===== src/rtl/tms_pkg.sv =====
// Shared types, codes and constants of the temperature mode supervisor.
package tms_pkg;

	localparam int TEMP_W     = 12;
	localparam int HUM_W      = 12;
	localparam int HYST_W     = 8;
	localparam int LIMIT_W    = 8;
	localparam int FAIL_W     = 16;
	localparam int PHASE_W    = 8;
	localparam int MODE_W     = 2;
	localparam int CFG_DATA_W = 12;
	localparam int CFG_IDX_W  = 3;
	localparam int WIDE_W     = 14;

	typedef logic signed [TEMP_W-1:0] temp_t;
	typedef logic signed [HUM_W-1:0]  hum_t;
	typedef logic signed [WIDE_W-1:0] wide_t;
	typedef logic [HYST_W-1:0]        hyst_t;
	typedef logic [LIMIT_W-1:0]       limit_t;
	typedef logic [FAIL_W-1:0]        fail_t;
	typedef logic [PHASE_W-1:0]       phase_t;
	typedef logic [MODE_W-1:0]        mode_t;
	typedef logic [CFG_IDX_W-1:0]     cfg_idx_t;
	typedef logic [CFG_DATA_W-1:0]    cfg_data_t;

	localparam mode_t MODE_NORMAL = 2'd0;
	localparam mode_t MODE_COLD   = 2'd1;
	localparam mode_t MODE_HOT    = 2'd2;
	localparam mode_t MODE_ERROR  = 2'd3;

	localparam cfg_idx_t REG_COLD_THRESHOLD = 3'd0;
	localparam cfg_idx_t REG_HOT_THRESHOLD  = 3'd1;
	localparam cfg_idx_t REG_HYSTERESIS     = 3'd2;
	localparam cfg_idx_t REG_FAIL_LIMIT     = 3'd3;
	localparam cfg_idx_t REG_ALARM_TEMP     = 3'd4;

	localparam temp_t  COLD_RESET  = 12'sd180;
	localparam temp_t  HOT_RESET   = 12'sd320;
	localparam hyst_t  HYST_RESET  = 8'd10;
	localparam limit_t LIMIT_RESET = 8'd3;
	localparam temp_t  ALARM_RESET = 12'sd350;

	// Plausible sensor range; anything outside is treated as a failed read.
	localparam temp_t T_MIN = -12'sd400;
	localparam temp_t T_MAX = 12'sd1250;
	localparam hum_t  H_MIN = 12'sd0;
	localparam hum_t  H_MAX = 12'sd1000;

	localparam fail_t FAIL_SAT = '1;

	typedef struct packed {
		temp_t  cold_threshold;
		temp_t  hot_threshold;
		hyst_t  hysteresis;
		limit_t fail_limit;
		temp_t  alarm_temp;
	} cfg_t;

	typedef struct packed {
		logic  read_ok;
		temp_t temperature;
		hum_t  humidity;
	} sample_t;

	typedef struct packed {
		mode_t  mode;
		fail_t  fails;
		phase_t phase;
		logic   alarm_latched;
	} state_t;

	typedef struct packed {
		mode_t mode;
		logic  mode_changed;
		logic  hot_alarm;
		logic  bus_reset;
		logic  reading_valid;
		fail_t failures;
	} result_t;

endpackage


===== src/rtl/tms_sample_if.sv =====
// Request channel carrying one sensor reading.
interface tms_sample_if;
	logic              valid;
	logic              ready;
	logic              read_ok;
	tms_pkg::temp_t    temperature;
	tms_pkg::hum_t     humidity;

	modport source (output valid, output read_ok, output temperature, output humidity,
		input ready);
	modport sink (input valid, input read_ok, input temperature, input humidity,
		output ready);
endinterface


===== src/rtl/tms_result_if.sv =====
// Request channel carrying one supervisor result.
interface tms_result_if;
	logic              valid;
	logic              ready;
	tms_pkg::mode_t    mode;
	logic              mode_changed;
	logic              hot_alarm;
	logic              bus_reset;
	logic              reading_valid;
	tms_pkg::fail_t    failures;

	modport source (output valid, output mode, output mode_changed, output hot_alarm,
		output bus_reset, output reading_valid, output failures, input ready);
	modport sink (input valid, input mode, input mode_changed, input hot_alarm,
		input bus_reset, input reading_valid, input failures, output ready);
endinterface


===== src/rtl/temperature_mode_supervisor.sv =====
// Top level of the temperature mode supervisor.
//
//   channel   direction  carries
//   sample    in         read_ok, temperature, humidity
//   result    out        mode, mode_changed, hot_alarm, bus_reset, reading_valid, failures
//   cfg_*     in         register writes, index 0..4
//
// A request passes from acceptance through the input register and then the result register
// before its result is shown. One request is accepted every cycle when result is drained.
// The mode state updates in the same edge that loads the result register.
// Reset clears the mode state and the valid flags and loads the register reset values.
// A stalled result holds the input register; the sample channel stalls once it is full.
module temperature_mode_supervisor (
	input  logic               clk,
	input  logic               arst_n,
	tms_sample_if.sink         sample,
	tms_result_if.source       result,
	input  logic               cfg_we,
	input  tms_pkg::cfg_idx_t  cfg_index,
	input  tms_pkg::cfg_data_t cfg_data
);
	import tms_pkg::*;

	cfg_t    cfg;
	sample_t sample_s1;
	logic    valid_s1;
	state_t  state_q;
	state_t  state_nxt;
	result_t res_nxt;
	result_t res_q;
	logic    res_valid_q;
	logic    advance;

	tms_cfg u_cfg (
		.clk       (clk),
		.arst_n    (arst_n),
		.cfg_we    (cfg_we),
		.cfg_index (cfg_index),
		.cfg_data  (cfg_data),
		.cfg       (cfg)
	);

	tms_step u_step (
		.sample (sample_s1),
		.cur    (state_q),
		.cfg    (cfg),
		.nxt    (state_nxt),
		.res    (res_nxt)
	);

	assign advance = valid_s1 && (!res_valid_q || result.ready);
	assign sample.ready = !valid_s1 || advance;

	always_ff @(posedge clk or negedge arst_n) begin
		if (!arst_n) begin
			valid_s1 <= 1'b0;
		end else if (sample.ready) begin
			valid_s1 <= sample.valid;
		end
	end

	always_ff @(posedge clk) begin
		if (sample.valid && sample.ready) begin
			sample_s1.read_ok     <= sample.read_ok;
			sample_s1.temperature <= sample.temperature;
			sample_s1.humidity    <= sample.humidity;
		end
	end

	always_ff @(posedge clk or negedge arst_n) begin
		if (!arst_n) begin
			state_q.mode          <= MODE_NORMAL;
			state_q.fails         <= '0;
			state_q.phase         <= '0;
			state_q.alarm_latched <= 1'b0;
			res_valid_q           <= 1'b0;
		end else begin
			if (advance) begin
				state_q     <= state_nxt;
				res_valid_q <= 1'b1;
			end else if (result.ready) begin
				res_valid_q <= 1'b0;
			end
		end
	end

	always_ff @(posedge clk) begin
		if (advance) begin
			res_q <= res_nxt;
		end
	end

	assign result.valid         = res_valid_q;
	assign result.mode          = res_q.mode;
	assign result.mode_changed  = res_q.mode_changed;
	assign result.hot_alarm     = res_q.hot_alarm;
	assign result.bus_reset     = res_q.bus_reset;
	assign result.reading_valid = res_q.reading_valid;
	assign result.failures      = res_q.failures;

	// The result register always reflects the most recent state update.
	a_mode_matches_state: assert property (@(posedge clk) disable iff (!arst_n)
		result.valid |-> (result.mode == state_q.mode && result.failures == state_q.fails))
		else $error("result mode or count differs from state");

	// The bus reset phase restarts with the failure count and can never pass it.
	a_phase_bounded: assert property (@(posedge clk) disable iff (!arst_n)
		fail_t'(state_q.phase) <= state_q.fails)
		else $error("bus reset phase exceeds failure count");

	// A good reading always clears the failure count.
	a_good_clears: assert property (@(posedge clk) disable iff (!arst_n)
		(advance && res_nxt.reading_valid) |=> (state_q.fails == '0 && state_q.phase == '0))
		else $error("good reading left failures pending");

	// A delivered hot alarm leaves the alarm latched.
	a_alarm_latches: assert property (@(posedge clk) disable iff (!arst_n)
		(result.valid && result.hot_alarm) |-> state_q.alarm_latched)
		else $error("hot alarm without latch");
endmodule


===== src/rtl/tms_cfg.sv =====
// Configuration register bank of the temperature mode supervisor.
module tms_cfg (
	input  logic               clk,
	input  logic               arst_n,
	input  logic               cfg_we,
	input  tms_pkg::cfg_idx_t  cfg_index,
	input  tms_pkg::cfg_data_t cfg_data,
	output tms_pkg::cfg_t      cfg
);
	import tms_pkg::*;

	cfg_t cfg_q;

	always_ff @(posedge clk or negedge arst_n) begin
		if (!arst_n) begin
			cfg_q.cold_threshold <= COLD_RESET;
			cfg_q.hot_threshold  <= HOT_RESET;
			cfg_q.hysteresis     <= HYST_RESET;
			cfg_q.fail_limit     <= LIMIT_RESET;
			cfg_q.alarm_temp     <= ALARM_RESET;
		end else if (cfg_we) begin
			case (cfg_index)
				REG_COLD_THRESHOLD: cfg_q.cold_threshold <= temp_t'(cfg_data[TEMP_W-1:0]);
				REG_HOT_THRESHOLD:  cfg_q.hot_threshold  <= temp_t'(cfg_data[TEMP_W-1:0]);
				REG_HYSTERESIS:     cfg_q.hysteresis     <= cfg_data[HYST_W-1:0];
				REG_FAIL_LIMIT:     cfg_q.fail_limit     <= cfg_data[LIMIT_W-1:0];
				REG_ALARM_TEMP:     cfg_q.alarm_temp     <= temp_t'(cfg_data[TEMP_W-1:0]);
				default: ;
			endcase
		end
	end

	assign cfg = cfg_q;
endmodule


===== src/rtl/tms_step.sv =====
// Next-state and result logic for one reading.
module tms_step (
	input  tms_pkg::sample_t sample,
	input  tms_pkg::state_t  cur,
	input  tms_pkg::cfg_t    cfg,
	output tms_pkg::state_t  nxt,
	output tms_pkg::result_t res
);
	import tms_pkg::*;

	logic   good;
	limit_t limit;
	fail_t  fails_inc;
	phase_t phase_inc;
	wide_t  t_w;
	wide_t  leave_cold;
	wide_t  leave_hot;
	mode_t  next_mode;
	logic   latched;

	always_comb begin
		good = sample.read_ok
			&& (sample.temperature >= T_MIN) && (sample.temperature <= T_MAX)
			&& (sample.humidity >= H_MIN) && (sample.humidity <= H_MAX);
		limit = (cfg.fail_limit == '0) ? limit_t'(1) : cfg.fail_limit;
		fails_inc = (cur.fails == FAIL_SAT) ? cur.fails : cur.fails + fail_t'(1);
		phase_inc = cur.phase + phase_t'(1);
		t_w = wide_t'(sample.temperature);
		leave_cold = wide_t'(cfg.cold_threshold) + $signed({{(WIDE_W-HYST_W){1'b0}}, cfg.hysteresis});
		leave_hot = wide_t'(cfg.hot_threshold) - $signed({{(WIDE_W-HYST_W){1'b0}}, cfg.hysteresis});
		next_mode = cur.mode;
		latched = cur.alarm_latched;

		nxt = cur;
		res.mode = cur.mode;
		res.mode_changed = 1'b0;
		res.hot_alarm = 1'b0;
		res.bus_reset = 1'b0;
		res.reading_valid = good;
		res.failures = '0;

		if (!good) begin
			nxt.fails = fails_inc;
			nxt.phase = phase_inc;
			if (fails_inc >= fail_t'(limit) && cur.mode != MODE_ERROR) begin
				nxt.mode = MODE_ERROR;
				res.mode_changed = 1'b1;
			end
			if (phase_inc >= phase_t'(limit)) begin
				nxt.phase = '0;
				res.bus_reset = 1'b1;
			end
		end else begin
			nxt.fails = '0;
			nxt.phase = '0;
			case (cur.mode)
				MODE_ERROR: next_mode = MODE_NORMAL;
				MODE_NORMAL: begin
					if (sample.temperature < cfg.cold_threshold) next_mode = MODE_COLD;
					if (sample.temperature > cfg.hot_threshold) next_mode = MODE_HOT;
				end
				MODE_COLD: begin
					if (t_w >= leave_cold) next_mode = MODE_NORMAL;
					if (sample.temperature > cfg.hot_threshold) next_mode = MODE_HOT;
				end
				default: begin
					if (t_w <= leave_hot) next_mode = MODE_NORMAL;
					if (sample.temperature < cfg.cold_threshold) next_mode = MODE_COLD;
				end
			endcase
			if (next_mode != cur.mode) begin
				res.mode_changed = 1'b1;
				latched = 1'b0;
			end
			// The alarm fires once per excursion, judged on the mode before this step.
			if (cur.mode == MODE_HOT && sample.temperature > cfg.alarm_temp && !latched) begin
				res.hot_alarm = 1'b1;
				latched = 1'b1;
			end
			if (sample.temperature <= cfg.alarm_temp) latched = 1'b0;
			nxt.mode = next_mode;
			nxt.alarm_latched = latched;
		end

		res.mode = nxt.mode;
		res.failures = nxt.fails;
	end
endmodule


===== src/flat_wrapper.sv =====
// flat-port wrapper written by rule: the top's interface ports become plain ports
module temperature_mode_supervisor_flat import tms_pkg::*;
  (clk, arst_n, cfg_we, cfg_index, cfg_data, sample_valid, sample_read_ok, sample_temperature, sample_humidity, sample_ready, result_valid, result_mode, result_mode_changed, result_hot_alarm, result_bus_reset, result_reading_valid, result_failures, result_ready);
  tms_sample_if sample_i ();
  tms_result_if result_i ();
  input  logic clk;
  input  logic arst_n;
  input  logic cfg_we;
  input  tms_pkg::cfg_idx_t cfg_index;
  input  tms_pkg::cfg_data_t cfg_data;
  input wire logic [$bits(sample_i.valid)-1:0] sample_valid;
  input wire logic [$bits(sample_i.read_ok)-1:0] sample_read_ok;
  input wire logic [$bits(sample_i.temperature)-1:0] sample_temperature;
  input wire logic [$bits(sample_i.humidity)-1:0] sample_humidity;
  output wire logic [$bits(sample_i.ready)-1:0] sample_ready;
  output wire logic [$bits(result_i.valid)-1:0] result_valid;
  output wire logic [$bits(result_i.mode)-1:0] result_mode;
  output wire logic [$bits(result_i.mode_changed)-1:0] result_mode_changed;
  output wire logic [$bits(result_i.hot_alarm)-1:0] result_hot_alarm;
  output wire logic [$bits(result_i.bus_reset)-1:0] result_bus_reset;
  output wire logic [$bits(result_i.reading_valid)-1:0] result_reading_valid;
  output wire logic [$bits(result_i.failures)-1:0] result_failures;
  input wire logic [$bits(result_i.ready)-1:0] result_ready;
  assign sample_i.valid = sample_valid;
  assign sample_i.read_ok = sample_read_ok;
  assign sample_i.temperature = sample_temperature;
  assign sample_i.humidity = sample_humidity;
  assign sample_ready = sample_i.ready;
  assign result_valid = result_i.valid;
  assign result_mode = result_i.mode;
  assign result_mode_changed = result_i.mode_changed;
  assign result_hot_alarm = result_i.hot_alarm;
  assign result_bus_reset = result_i.bus_reset;
  assign result_reading_valid = result_i.reading_valid;
  assign result_failures = result_i.failures;
  assign result_i.ready = result_ready;
  temperature_mode_supervisor u_core (.clk(clk), .arst_n(arst_n), .sample(sample_i), .result(result_i), .cfg_we(cfg_we), .cfg_index(cfg_index), .cfg_data(cfg_data));
endmodule

===== config.mk =====
export PLATFORM = sky130hd
export DESIGN_NAME = temperature_mode_supervisor_flat
export DESIGN_NICKNAME = d
export VERILOG_FILES = /design/src/rtl/tms_pkg.sv /design/src/rtl/tms_sample_if.sv /design/src/rtl/tms_result_if.sv /design/src/rtl/temperature_mode_supervisor.sv /design/src/rtl/tms_cfg.sv /design/src/rtl/tms_step.sv /design/src/flat_wrapper.sv
export SDC_FILE = /design/constraint.sdc
export NUM_CORES = 1
export LEC_CHECK = 0
export ABC_CLOCK_PERIOD_IN_PS = 11200
export BUFFER_PORTS_ARGS = -buffer_cell sky130_fd_sc_hd__clkbuf_2
export CORE_UTILIZATION = 65
export CTS_BUF_LIST = sky130_fd_sc_hd__clkbuf_16
export CTS_CLUSTER_DIAMETER = 150
export DETAILED_ROUTE_END_ITERATION = 10
export PLACE_DENSITY = 0.92
export SLEW_MARGIN = 20
export SYNTH_ARGS = -nofsm -noshare
export SYNTH_HDL_FRONTEND = slang
export SYNTH_SLANG_ARGS = --single-unit

===== constraint.sdc =====
create_clock -name clk -period 11.2 [get_ports clk]
set_clock_uncertainty 0.2 [all_clocks]
set_input_delay 0.56 -clock clk [delete_from_list [all_inputs] [get_ports clk]]
set_output_delay 0.56 -clock clk [all_outputs]
set_load 0.05 [all_outputs]

======== After elaboration in Yosys (flattened, before gate mapping) ========
Index checks and enable logic that the tools add are counted.
Widths: inputs -> output; s select.
cells by class
  $add $sub $neg .......................... 4
  magnitude comparators ................... 12
  equal/unequal tests ..................... 10
  mux-type cells .......................... 24
  reductions and logical operators ........ 24
operators by type and width
  operator               count
  $mux 26                1
  $gt 12x12->1           2
  $add 16x1->16 const B  1
  $eq 16x16->1 const B   1
  $ge 16x8->1            1
  $mux 16                1
  $mux 2                 8
  $mux 8                 2
  $add 12x9->13          1
  $ge 12x13->1           1
  $le 12x13->1           1
  $sub 12x9->13          1
  $ge 12x1->1 const B    1
  $ge 12x10->1 const B   1
  $le 12x11->1 const B   1
  $le 12x12->1           1
  $le 12x12->1 const B   1
  $lt 12x12->1           1
  $reduce_and 2->1       6
  $mux 1                 11
  $logic_and 1x1->1      9
  $add 8x1->8 const B    1
  $ge 8x8->1             1
  $logic_not 8->1        1
  13 further kinds       18
word-level totals
  flip-flop bits (word level) ............. 128
  input bits .............................. 45
  output and inout port bits .............. 24
  word-level logic and storage cells ...... 94

======== Depth between registers and ports, before layout ========
Gate-level depths: netlist of run 1.
  depth after elaboration ................. 13
  depth in mapped cells ................... 18
  mapped depth without buffers ............ 18

======== Hierarchy ========
From an unflattened synthesis of run 1, not the netlist that was laid out.
unflattened totals
  cells, all modules ...................... 732
  area total of the unflattened synthesis .. 8431.8 um2
by module, submodules not included
  module                       times used  cells each  area an instance (um2)  seq. area each (um2)
  tms_step                     1           507         3699.8                  0.0
  temperature_mode_supervisor  1           112         2590.0                  2137.0
  tms_cfg                      1           113         2142.1                  1321.3

======== Worst setup path after synthesis of run 1 ========
Ideal clock, no wire load.
  path type ............................... register -> register
  start point ............................. register u_core.state_q[9] (netlist name)
  end point ............................... register u_core.res_q, in the netlist u_core.result.mode_changed (data pin)
  setup time .............................. 256 ps
  arrival ................................. 3336 ps
  required time ........................... 10744 ps
  slack ................................... 7408 ps
  cell stages (with the launch flop) ...... 16
  buffers on the path ..................... 0
  period minus slack after synthesis ...... 3792 ps
  cells stage by stage .................... dfrtp_1 > ha_1 > nand3_1 > nor3_4 > nand2_4 > nand2_1 > nor2_1 > xnor2_1 > inv_1 > ha_1 > a21o_1 > a2111oi_0 > o211ai_2 > nor4_4 > a21oi_2 > a22o_1
RTL lines
  item                      line                               text
  start: declaration        temperature_mode_supervisor.sv:27  state_t state_q;
  start signal: assignment  temperature_mode_supervisor.sv:79  state_q <= state_nxt;
  end signal: assignment    temperature_mode_supervisor.sv:89  res_q <= res_nxt;
  end: declaration          temperature_mode_supervisor.sv:30  result_t res_q;

==> results of run 1 <==
area by class of cell:
| type | count | area [µm²] | share of cell area, % |
|---|---|---|---|
| Timing Repair Buffer | 73 | 387.9 | 4.285 |
| Sequential cell | 128 | 3458 | 38.20 |
| Tap cell | 147 | 183.9 | 2.032 |
| Clock inverter | 15 | 137.6 | 1.520 |
| Inverter | 79 | 296.5 | 3.276 |
| Clock buffer | 17 | 425.4 | 4.699 |
| Multi-Input combinational cell | 569 | 4163 | 45.98 |
registers in the layout, summed over array words and instances (netlist names):
signal / count
u_core.result.mode_changed: 1
u_core.valid_s1: 1
u_core.result.reading_valid: 1
u_core.sample_s1: 25
u_core.result.valid: 1
u_core.result.bus_reset: 1
u_core.state_q: 27
u_core.u_cfg.cfg: 52
u_core.result.failures: 16
u_core.result.mode: 2
u_core.result.hot_alarm: 1
synth_stat cells (all sizes together), types with 4 or more instances:
| library cell | instances |
|---|---|
| nand4 | 11 |
| and2 | 9 |
| xnor2 | 23 |
| a211oi | 4 |
| nand3 | 29 |
| clkbuf | 16 |
| xor2 | 12 |
| nor2b | 10 |
| and3 | 8 |
| a21oi | 37 |
| o31ai | 10 |
| o211ai | 7 |
| a2111oi | 5 |
| dfstp | 16 |
| and4 | 4 |
| nand2 | 86 |
| a21o | 9 |
| a31oi | 5 |
| buf | 4 |
| dfrtp | 65 |
| mux2 | 17 |
| nor4 | 5 |
| o21ai | 78 |
| nand2b | 13 |
| inv | 79 |
| nor3 | 15 |
| ha | 95 |
| edfxtp | 47 |
| nor2 | 30 |
per-stage QoR:
step	setup slack (ns)	instances	hold slack [ns]	cell area [µm²]	power (mW)
CTS	7.009	1027	0.09791	9036	1.830
floorplan	7.408	796	0.06441	7958	1.122
global route	6.559	1028	0.05707	9052	1.949
detailed placement	7.107	995	0.2957	8473	1.286
global placement	7.211	995	0.2647	8467	1.253
finish	6.912	1028	-0.005553	9052	1.830
placed cells by master, fill, tap and decap left out, types with 6 or more instances in the layout:
cell type,synthesis,routed
edfxtp_1,47,47
o211ai_1,6,6
nand2b_1,13,13
a21o_1,9,9
ha_1,95,95
o21ai_0,76,76
and3_1,8,8
a21oi_1,34,34
dfrtp_1,65,65
clkbuf_2,0,67
nor2_1,30,30
nand2_1,85,85
dfstp_2,16,16
and2_1,8,7
xor2_1,12,12
inv_1,78,83
clkbuf_16,0,17
nand3_1,29,29
o31ai_1,10,10
nor2b_1,10,10
xnor2_1,23,23
mux2_2,17,17
nor3_1,14,13
nand4_1,10,10
power by group:
part           internal, mW  switching, mW
combinational         0.269          0.384
clock                 0.340          0.188
sequential            0.580         0.0685
routing by layer:
metal	vias to the layer above	global-route usage (%)	routed length, µm
met5	-	0	0
met4	0	14.67	666
met3	53	6.749	1129
met2	230	52.51	8700
met1	2980	37.12	7268
li1	3010	-	-
final timing paths:
check | from | end | slack (ns)
max | u_core.u_cfg.cfg[20]$_DFFE_PN0P_ | u_core.result.mode_changed$_DFFE_PP_ | 6.91
min | arst_n | u_core.state_q[0]$_DFFE_PN0P_ | -0.006
max reg2reg | u_core.u_cfg.cfg[20]$_DFFE_PN0P_ | u_core.result.mode_changed$_DFFE_PP_ | 6.91
min reg2reg | u_core.valid_s1$_DFFE_PN0N_ | u_core.result.valid$_DFFE_PN0P_ | 0.29
max in group asynchronous | arst_n | u_core.state_q[20]$_DFFE_PN0P_ | 10.30
min in group clk | sample_temperature[2] | u_core.sample_s1[14]$_DFFE_PP_ | 0.11
cells by family after synthesis:
logic type | count (synthesis) | synth area share, %
buffers and inverters | 99 | 4.733
AND/OR/NAND/NOR | 231 | 15.13
multiplexers | 20 | 2.783
adder cells (fa/ha/maj) | 97 | 15.44
AO/OA/AOI/OAI | 186 | 14.61
flip-flops | 128 | 43.46
XOR/XNOR | 35 | 3.852
worst register-to-register path, delay by kind of cell, from the launching register on:
family	cells	cell delay (ns)
and+or+nand+nor	6	1.08
adders and majority gates	3	0.98
AOI/OAI and AO/OA	7	1.23
DFF	1	0.39
xor gates and xnor gates	1	0.15
==> flow_summary.yaml, run 1 <==
run_status:
  outcome: "complete, but fails checks"
  violations: "negative hold slack"
floorplanning:
  chipWidth_um: 112.6
  coreArea_um2: 11960
  rows: 40
  pin_count: 69
  die_y_um: 112.6
  start_util_pct: 66.53
  die-area_um2: 12690
pwr:
  power_leakage_nw: 4.192
  vdd_drop_max_mv: 0.1580
  p_per_area_nw_per_um2: 202.2
sta:
  slew_viol_final: 0
  min_period_ns: 4.288
  timing.hold.ws_ns: -0.005553
  setup-violations-final: 0
  tightest_slew_ns: 0.8069
  maxSlewHeadroom_pct: 46.03
  hold_violations: 8
  rsz0062_at_grt: "false"
  period_share_pct: 38.29
  fin_setup_tns_ns: 0
  timing.fmax_mhz: 233.2
place:
  hpwl_um: 12820
  place_congestion: 0.9285
  numPortBuffers: 68
worst_setup_path:
  critPathLaunchType: "flop"
  crit_arrival_ns: 4.26
  cp-end-kind: "flop"
  worst_path_max_delay_cell: "fa_1"
  reg2regPathDepth: 17
  critPathMaxStageDelay_ns: 0.42
  crit_family: "compound AO/OA/AOI/OAI gates"
  crit_type: "flop to flop"
  cp.depth: 17
  path_cells: "ha_1 > fa_1 > nor2b_1 > o21ai_0 > a21boi_0 > o21ai_0 > a211oi_1 > nor3_1 > xnor2_1 > ha_1 > nand4_1 > nor3_1 > o31ai_1 > o211ai_1 > nand3_1 > and2_1 > a22o_1"
  worst-path-max-fanout: 3
  cp.buffers_inverters: 0
  critPathRequiredTime_ns: 11.17
synthesis:
  synth_warnings: 0
  ys.flop_type: "dfrtp_1"
  ys_top_cells_by_area: "dfrtp_1 20%, edfxtp_1 18%, ha_1 15%"
  yosys.area.top_type: "dfrtp_1"
  netlist.area_leader.share_pct: 20.44
  synthCells: 796
  synth_edf_count: 47
  syn-num-nets: 938
  syn_area_per_cell_um2: 9.997
  yosysSeqAreaShare_pct: 43.46
  yosysUniqueCellTypes: 73
  syn_area_um2: 7958
  ys_ff_latch: 128
  ys_async_sr_fraction_pct: 63.28
route:
  dr.pass1.iters: 5
  first_iter_violations: 482
  drtAntennaViolNets: 0
  avgViaCountPerCell: 6.102
  drt_wl_total_um: 17770
  drc: 0
  wl_per_cell_um: 17.28
  vias: 6273
global_route:
  grt_max_degree: 82
  groute.usage.overall_pct: 30.77
  grt_overflow_total: 0
  grt_pass1_wl_um: 29950
  antenna_found_initial: 0
  first_global_vias: 6309
hold_path:
  hold_class: "input pin to asynchronous set/reset pin"
clock_tree:
  cts_buffer_depth: 2
  cts-htree-levels: 4
  cts_sinks: 128
  insertion_delay_ns: 0.42
  cts_resized: 0
  cts_hold_buf: 0
  path_clk_slew_ns: 0.06
  post_cts_buffers: 0
  clock-root-buffer: "clkbuf_16"
  cts_tree: "done"
  cts_inserted_buffers: 17
flow_run:
  maxCapViolations: 0
cells_and_area:
  fill_cells: 758
  area_growth_pct: 13.76
  nNetsFinal: 1010
  num_antenna_cells: 0
  drive_gt1_share_pct: 16.91
  final_core_util_pct: 75.68
No activity file was read; power rests on OpenSTA's default activity.
==> run 2: changes to the inputs <==
--- a/config.mk
+++ b/config.mk
@@ -5,13 +5,13 @@
 export SDC_FILE = /design/constraint.sdc
 export NUM_CORES = 1
 export LEC_CHECK = 0
-export ABC_CLOCK_PERIOD_IN_PS = 11200
+export ABC_CLOCK_PERIOD_IN_PS = 3600
 export BUFFER_PORTS_ARGS = -buffer_cell sky130_fd_sc_hd__clkbuf_2
-export CORE_UTILIZATION = 65
+export CORE_UTILIZATION = 55
 export CTS_BUF_LIST = sky130_fd_sc_hd__clkbuf_16
 export CTS_CLUSTER_DIAMETER = 150
 export DETAILED_ROUTE_END_ITERATION = 10
-export PLACE_DENSITY = 0.92
+export PLACE_DENSITY = 0.83
 export SLEW_MARGIN = 20
 export SYNTH_ARGS = -nofsm -noshare
 export SYNTH_HDL_FRONTEND = slang
==> constraint.sdc (replaced) <==
create_clock -name clk -period 3.6 [get_ports clk]
set_clock_uncertainty 0.2 [all_clocks]
set_input_delay 0.18 -clock clk [delete_from_list [all_inputs] [get_ports clk]]
set_output_delay 0.18 -clock clk [all_outputs]
set_load 0.05 [all_outputs]
==> flow_summary.yaml, run 2 (same netlist as run 1, synthesis figures left out) <==
floorplanning:
  die-area_um2: 14950
  rows: 43
  chipWidth_um: 122.3
  pin_count: 69
  die_y_um: 122.3
  start_util_pct: 56.89
  coreArea_um2: 13990
worst_setup_path:
  cp_common_cell: "a21oi_2"
  critPathMaxStageDelay_ns: 0.57
  critPathRequiredTime_ns: 3.58
  path_cells: "inv_4 > fa_2 > nor2b_1 > o21ai_2 > a21oi_2 > o21ai_2 > a21oi_2 > nand3_1 > xnor2_1 > ha_1 > nand4_1 > nor3_2 > a21oi_2 > mux2i_1 > a21boi_1 > nand2b_1 > a22o_1"
  worst_path_max_delay_cell: "dfstp_2"
  crit_type: "flop to flop"
  cp.buffers_inverters: 1
  crit_family: "compound AO/OA/AOI/OAI gates"
  crit_arrival_ns: 3.96
  worst-path-max-fanout: 3
  critPathLaunchType: "flop"
  cp-end-kind: "flop"
pwr:
  p_total_mw: 6.181
  power_leakage_nw: 4.597
  p_per_area_nw_per_um2: 615.4
  switching_share_pct: 35.60
  switching_power_mw: 2.201
  vdd_drop_max_mv: 0.3397
  clockPowerShare_pct: 28.8
  power.internal_mw: 3.980
  pwr-share-comb_pct: 38.7
  power_frac_seq_pct: 32.5
route:
  vias: 6643
  dr.pass1.iters: 5
  first_iter_violations: 473
  wl_per_cell_um: 17.16
  drc: 0
  drt_wl_total_um: 19720
  avgViaCountPerCell: 5.782
  drtAntennaViolNets: 0
place:
  numPortBuffers: 68
  hpwl_um: 13500
  dp_cells: 1065
  place_congestion: 0.9189
cells_and_area:
  drive_gt1_share_pct: 23.74
  fill_cells: 1011
  final_core_util_pct: 71.81
  final_cell_mix: "92 x ha_1, 85 x nand2_1, 76 x inv_1, 71 x o21ai_0, 67 x clkbuf_2"
  nNetsFinal: 1098
  num_antenna_cells: 0
  instances_no_fill: 1149
  area_growth_pct: 26.23
  final_common_cell: "ha_1"
  largest_register_ffs: 52
sta:
  slew_viol_final: 0
  rsz0062_at_grt: "true"
  worst_slack_ns: -0.3872
  hold_violations: 0
  fin_setup_tns_ns: -1.828
  timing.fmax_mhz: 250.8
  period_share_pct: 110.8
  setup-violations-final: 7
  min_period_ns: 3.987
  tightest_slew_ns: 1.042
  timing.hold.ws_ns: 0.03850
  maxSlewHeadroom_pct: 30.43
clock_tree:
  cts-htree-levels: 4
  insertion_delay_ns: 0.43
  cts_buffer_depth: 2
  path_clk_slew_ns: 0.06
  cts_sinks: 128
  cts_tree: "done"
  clock-root-buffer: "clkbuf_16"
  cts_inserted_buffers: 17
global_route:
  antenna_found_initial: 0
  grt_overflow_total: 0
  grt_pass1_wl_um: 31750
  groute.usage.overall_pct: 27.75
  grt_max_degree: 82
  first_global_vias: 6674
run_status:
  outcome: "complete, but fails checks"
  violations: "negative setup slack"
flow_run:
  maxCapViolations: 0
hold_path:
  hold_class: "input pin to flop"
[run 2: changes by cell type in the layout (fill, tap and decap cells not counted), moves of 3 or more]
cell           before  now
a21oi_1            34   28
a21oi_2             3    9
buf_4               4   50
clkinvlp_4          0    4
dlygate4sd3_1       0   41
ha_1               95   92
inv_1              83   76
nor3_1             13   10
nor3_2              0    4
o21ai_0            76   71
o21ai_2             0    3
[run 2: worst paths after layout]
check | start | end | slack (ns) | depth (start not counted)
worst min-delay path | cfg_index[1] | u_core.u_cfg.cfg[34]$_DFFE_PN1P_ | 0.04 | 4
max in group asynchronous | arst_n | u_core.u_cfg.cfg[7]$_DFFE_PN0P_ | 2.50 | 2
worst max register to register | u_core.u_cfg.cfg[21]$_DFFE_PN1P_ | u_core.result.mode_changed$_DFFE_PP_ | -0.39 | 17
worst min register to register | u_core.u_cfg.cfg[16]$_DFFE_PN0P_ | u_core.u_cfg.cfg[16]$_DFFE_PN0P_ | 0.31 | 1
worst max-delay path | u_core.u_cfg.cfg[21]$_DFFE_PN1P_ | u_core.result.mode_changed$_DFFE_PP_ | -0.39 | 17
min in group asynchronous | arst_n | u_core.state_q[20]$_DFFE_PN0P_ | 0.16 | 2
[run 2: final cells by class]
cell class | count | area, µm² | share of cell area, %
clock inverters | 14 | 162.7 | 1.619
repair buffers | 161 | 1155 | 11.50
flip-flops and latches | 128 | 3458 | 34.43
multi-input cells | 569 | 4294 | 42.75
clock buffers | 18 | 450.4 | 4.484
inverters | 79 | 299.0 | 2.977
well taps | 180 | 225.2 | 2.242
[run 2: power groups by stage]
stage                     registers [mW]  logic [mW]  clock network [mW]
after global routing                2.04        2.67                1.85
after detailed placement            2.02        2.13                   0
after floorplan                     2.09        1.44                   0
final                               2.01        2.39                1.78
after CTS                           2.00        2.27                1.80
after global placement              2.01        2.05                   0
[run 2: repair_timing]
action	4_1_cts	5_1_grt
hold buffers	41	0
resized for setup	14	13
endpoints found under the setup margin	7	7
buffers inserted	6	5
hold endpoints to repair	144	0
pin swaps	19	14
[run 2: worst reg2reg max path, stage by stage, from the launching register on]
cell      delay, ns
dfstp_2        0.57
inv_4          0.06
fa_2           0.39
nor2b_1        0.19
o21ai_2        0.10
a21oi_2        0.20
o21ai_2        0.09
a21oi_2        0.22
nand3_1        0.12
xnor2_1        0.14
ha_1           0.30
nand4_1        0.13
nor3_2         0.30
a21oi_2        0.10
mux2i_1        0.14
a21boi_1       0.16
nand2b_1       0.16
a22o_1         0.17
[run 2: routing by layer]
metal / global-route usage, % / wire [µm] / up-vias / share of wire [%]
met5: 0 / 0 / - / 0
met4: 13.11 / 685 / 0 / 3.5
met3: 6.180 / 1044 / 64 / 5.3
met2: 46.73 / 9481 / 234 / 48
met1: 33.69 / 8504 / 3162 / 43
li1: - / - / 3183 / -
[run 2: per-stage QoR]
stage	instance area (µm²)	setup WS, ns
2_1_floorplan	8001	0.009500
3_3_place_gp	8830	-0.1996
3_5_place_dp	8830	-0.3295
4_1_cts	9942	-0.2418
5_1_grt	10040	-0.5328
6_report	10040	-0.3872
==> run 3: changes to the inputs <==
--- a/config.mk
+++ b/config.mk
@@ -15,4 +15,5 @@
 export SLEW_MARGIN = 20
 export SYNTH_ARGS = -nofsm -noshare
 export SYNTH_HDL_FRONTEND = slang
+export SYNTH_HIERARCHICAL = 1
 export SYNTH_SLANG_ARGS = --single-unit
==> flow_summary.yaml, run 3 <==
hold_path:
  hold_end: "u_core/u_cfg/cfg[47]$_DFFE_PN1P_"
  worstHoldStart: "cfg_index[2]"
  whs_path_depth: 3
  hold_class: "input pin to flop"
route:
  drt_wl_total_um: 19730
  drc: 0
  dr.pass1.iters: 5
  first_iter_violations: 400
  drtAntennaViolNets: 0
  vias: 6240
  wl_per_cell_um: 18.20
  avgViaCountPerCell: 5.756
sta:
  fin_setup_tns_ns: -2.077
  hold_violations: 0
  slew_viol_final: 0
  period_share_pct: 111.8
  timing.fmax_mhz: 248.4
  rsz0062_at_grt: "true"
  setup-violations-final: 7
  maxSlewHeadroom_pct: 28.24
  worst_slack_ns: -0.4260
  timing.hold.ws_ns: 0.07273
  tightest_slew_ns: 1.072
  min_period_ns: 4.026
clock_tree:
  cts_tree: "done"
  insertion_delay_ns: 0.43
  path_clk_slew_ns: 0.06
  cts_inserted_buffers: 17
  cts-htree-levels: 4
  cts_sinks: 128
  clock-root-buffer: "clkbuf_16"
  cts_buffer_depth: 2
cells_and_area:
  final_cell_mix: "93 x ha_1, 68 x inv_1, 67 x clkbuf_2, 65 x dfrtp_1, 57 x buf_4"
  area_growth_pct: 22.88
  design_area_um2: 10360
  seqCellArea_um2: 3458
  nNetsFinal: 1029
  num_antenna_cells: 0
  final_common_cell: "ha_1"
  instances_no_fill: 1084
  drive_gt1_share_pct: 32.67
  multi_input_area_um2: 4614
  largest_register_ffs: 52
  final_core_util_pct: 70.23
  fill_cells: 1014
worst_setup_path:
  reg2reg_to: "u_core/result.mode_changed$_DFFE_PP_"
  worst-path-max-fanout: 3
  rrSetupSlack_ns: -0.43
  critPathMaxStageDelay_ns: 0.38
  crit_family: "compound AO/OA/AOI/OAI gates"
  worst_path_max_delay_cell: "dfrtp_1"
  crit_type: "flop to flop"
  reg2regPathDepth: 18
  cp.depth: 18
  cp-end-kind: "flop"
  crit_arrival_ns: 4.01
  path_cells: "ha_2 > inv_2 > fa_2 > nor2b_2 > o21ai_2 > a21boi_2 > o21ai_2 > a21oi_2 > nand3_2 > xnor2_1 > ha_1 > a21o_1 > a2111oi_2 > a21o_1 > nand4_1 > a21bo_2 > nand2_1 > a32o_1"
  critPathLaunchType: "flop"
  critPathRequiredTime_ns: 3.58
  cp.buffers_inverters: 1
  rr_startpoint: "u_core/u_cfg/cfg[20]$_DFFE_PN0P_"
global_route:
  groute.usage.overall_pct: 26.28
  antenna_found_initial: 0
  grt_pass1_wl_um: 32080
  grt_max_degree: 82
  grt_overflow_total: 0
  first_global_vias: 6585
synthesis:
  synth_warnings: 6
  synth_edf_count: 47
  synth.most_common_cell: "ha_1"
  ys_ff_latch: 128
  ys_async_sr_fraction_pct: 63.28
  netlist.area_leader.share_pct: 19.29
  syn_area_per_cell_um2: 11.52
  ys_top_cells_by_area: "dfrtp_1 19%, edfxtp_1 17%, ha_1 14%"
  ys.flop_type: "dfrtp_1"
  synth_commonest_cells: "95 x ha_1, 70 x inv_1, 65 x dfrtp_1"
  yosys.area.top_type: "dfrtp_1"
  syn_area_um2: 8432
  syn-num-nets: 874
  yosysUniqueCellTypes: 77
  synthCells: 732
  yosysSeqAreaShare_pct: 41.01
pwr:
  vdd_drop_max_mv: 0.4434
  power_leakage_nw: 4.827
  p_per_area_nw_per_um2: 646.6
floorplanning:
  chipWidth_um: 125.8
  die-area_um2: 15830
  pin_count: 69
  coreArea_um2: 14750
  die_y_um: 125.8
  start_util_pct: 57.15
  rows: 44
place:
  numPortBuffers: 68
  hpwl_um: 13400
  dp_cells: 1006
  place_congestion: 0.8934
  dpl_cell_area_um2: 9196
flow_run:
  maxCapViolations: 0
run_status:
  violations: "negative setup slack"
  outcome: "complete, but fails checks"
run 3: cell count changes after synthesis, moves of 5 or more:
cell	previous run	this run
buf_4	0	19
buf_6	0	5
clkbuf_1	16	2
inv_1	78	70
mux2_1	0	8
mux2_2	17	24
mux2_4	0	49
nand2_1	85	25
nand3_1	29	18
o21ai_0	76	22
o31ai_1	10	2
run 3: what timing repair did:
action / 4_1_cts / 5_1_grt
pin swaps: 4 / 17
buffers inserted: 2 / 3
resized for setup: 13 / 14
cloned: 0 / 0
hold buffers: 41 / 0
hold endpoints to repair: 144 / 0
endpoints found under the setup margin: 7 / 7
run 3: final cells by class:
| type | count | share of cell area [%] |
|---|---|---|
| clock buffers | 17 | 4.106 |
| clock inverters | 15 | 1.787 |
| inverters | 70 | 2.536 |
| multi-input cells | 504 | 44.54 |
| flip-flops and latches | 128 | 33.38 |
| well taps | 184 | 2.222 |
| repair buffers | 166 | 11.44 |
run 3: kinds of logic after synthesis:
group	after synthesis	share of synthesized area, %
adders and majority gates	97	14.57
xor gates and xnor gates	33	3.428
AOI/OAI and AO/OA	127	10.37
buffers and inverters	100	5.787
and+or+nand+nor	164	11.59
muxes	83	13.24
DFF	128	41.01
run 3: worst max-delay path by stage:
| stage | slack [ns] | end | start |
|---|---|---|---|
| final | -0.43 | u_core/result.mode_changed$_DFFE_PP_ | u_core/u_cfg/cfg[20]$_DFFE_PN0P_ |
| after global routing | -0.68 | u_core/state_q[0]$_DFFE_PN0P_ | u_core/u_cfg/cfg[20]$_DFFE_PN0P_ |
| after CTS | -0.37 | u_core/state_q[0]$_DFFE_PN0P_ | u_core/u_cfg/cfg[20]$_DFFE_PN0P_ |
| after detailed placement | -0.41 | u_core/state_q[0]$_DFFE_PN0P_ | u_core/u_cfg/cfg[21]$_DFFE_PN1P_ |
| after global placement | -0.26 | u_core/state_q[0]$_DFFE_PN0P_ | u_core/u_cfg/cfg[20]$_DFFE_PN0P_ |
| after floorplan | -0.05 | u_core/result.mode_changed$_DFFE_PP_ | u_core/u_cfg/cfg[20]$_DFFE_PN0P_ |
run 3: where the power goes:
group	switching [mW]	internal, mW	leakage [nW]
clock network	0.686	1.10	0.296
logic	1.46	1.40	3.10
registers	0.233	1.83	1.43
total	2.38	4.32	4.83
run 3: metal layers:
metal | global-route usage (%) | share of wire (%) | vias up
met5 | 0 | 0 | -
met4 | 10.91 | 2.5 | 0
met3 | 5.692 | 4.2 | 43
met2 | 46.99 | 51 | 182
met1 | 30.53 | 42 | 3032
li1 | - | - | 2983
run 3: worst reg2reg max path: cells and delay by family, from the launching register on:
family	cells	cell delay [ns]
AOI/OAI and AO/OA	9	1.68
xor gates and xnor gates	1	0.15
and+or+nand+nor	4	0.47
buffers and inverters	1	0.04
DFF	1	0.38
adders and majority gates	3	0.88
run 3: through the flow:
stage | setup slack [ns] | power, mW
final | -0.4260 | 6.699
after global routing | -0.6785 | 7.121
after CTS | -0.3661 | 6.606
after detailed placement | -0.4073 | 4.705
after global placement | -0.2564 | 4.592
after floorplan | -0.05298 | 4.002
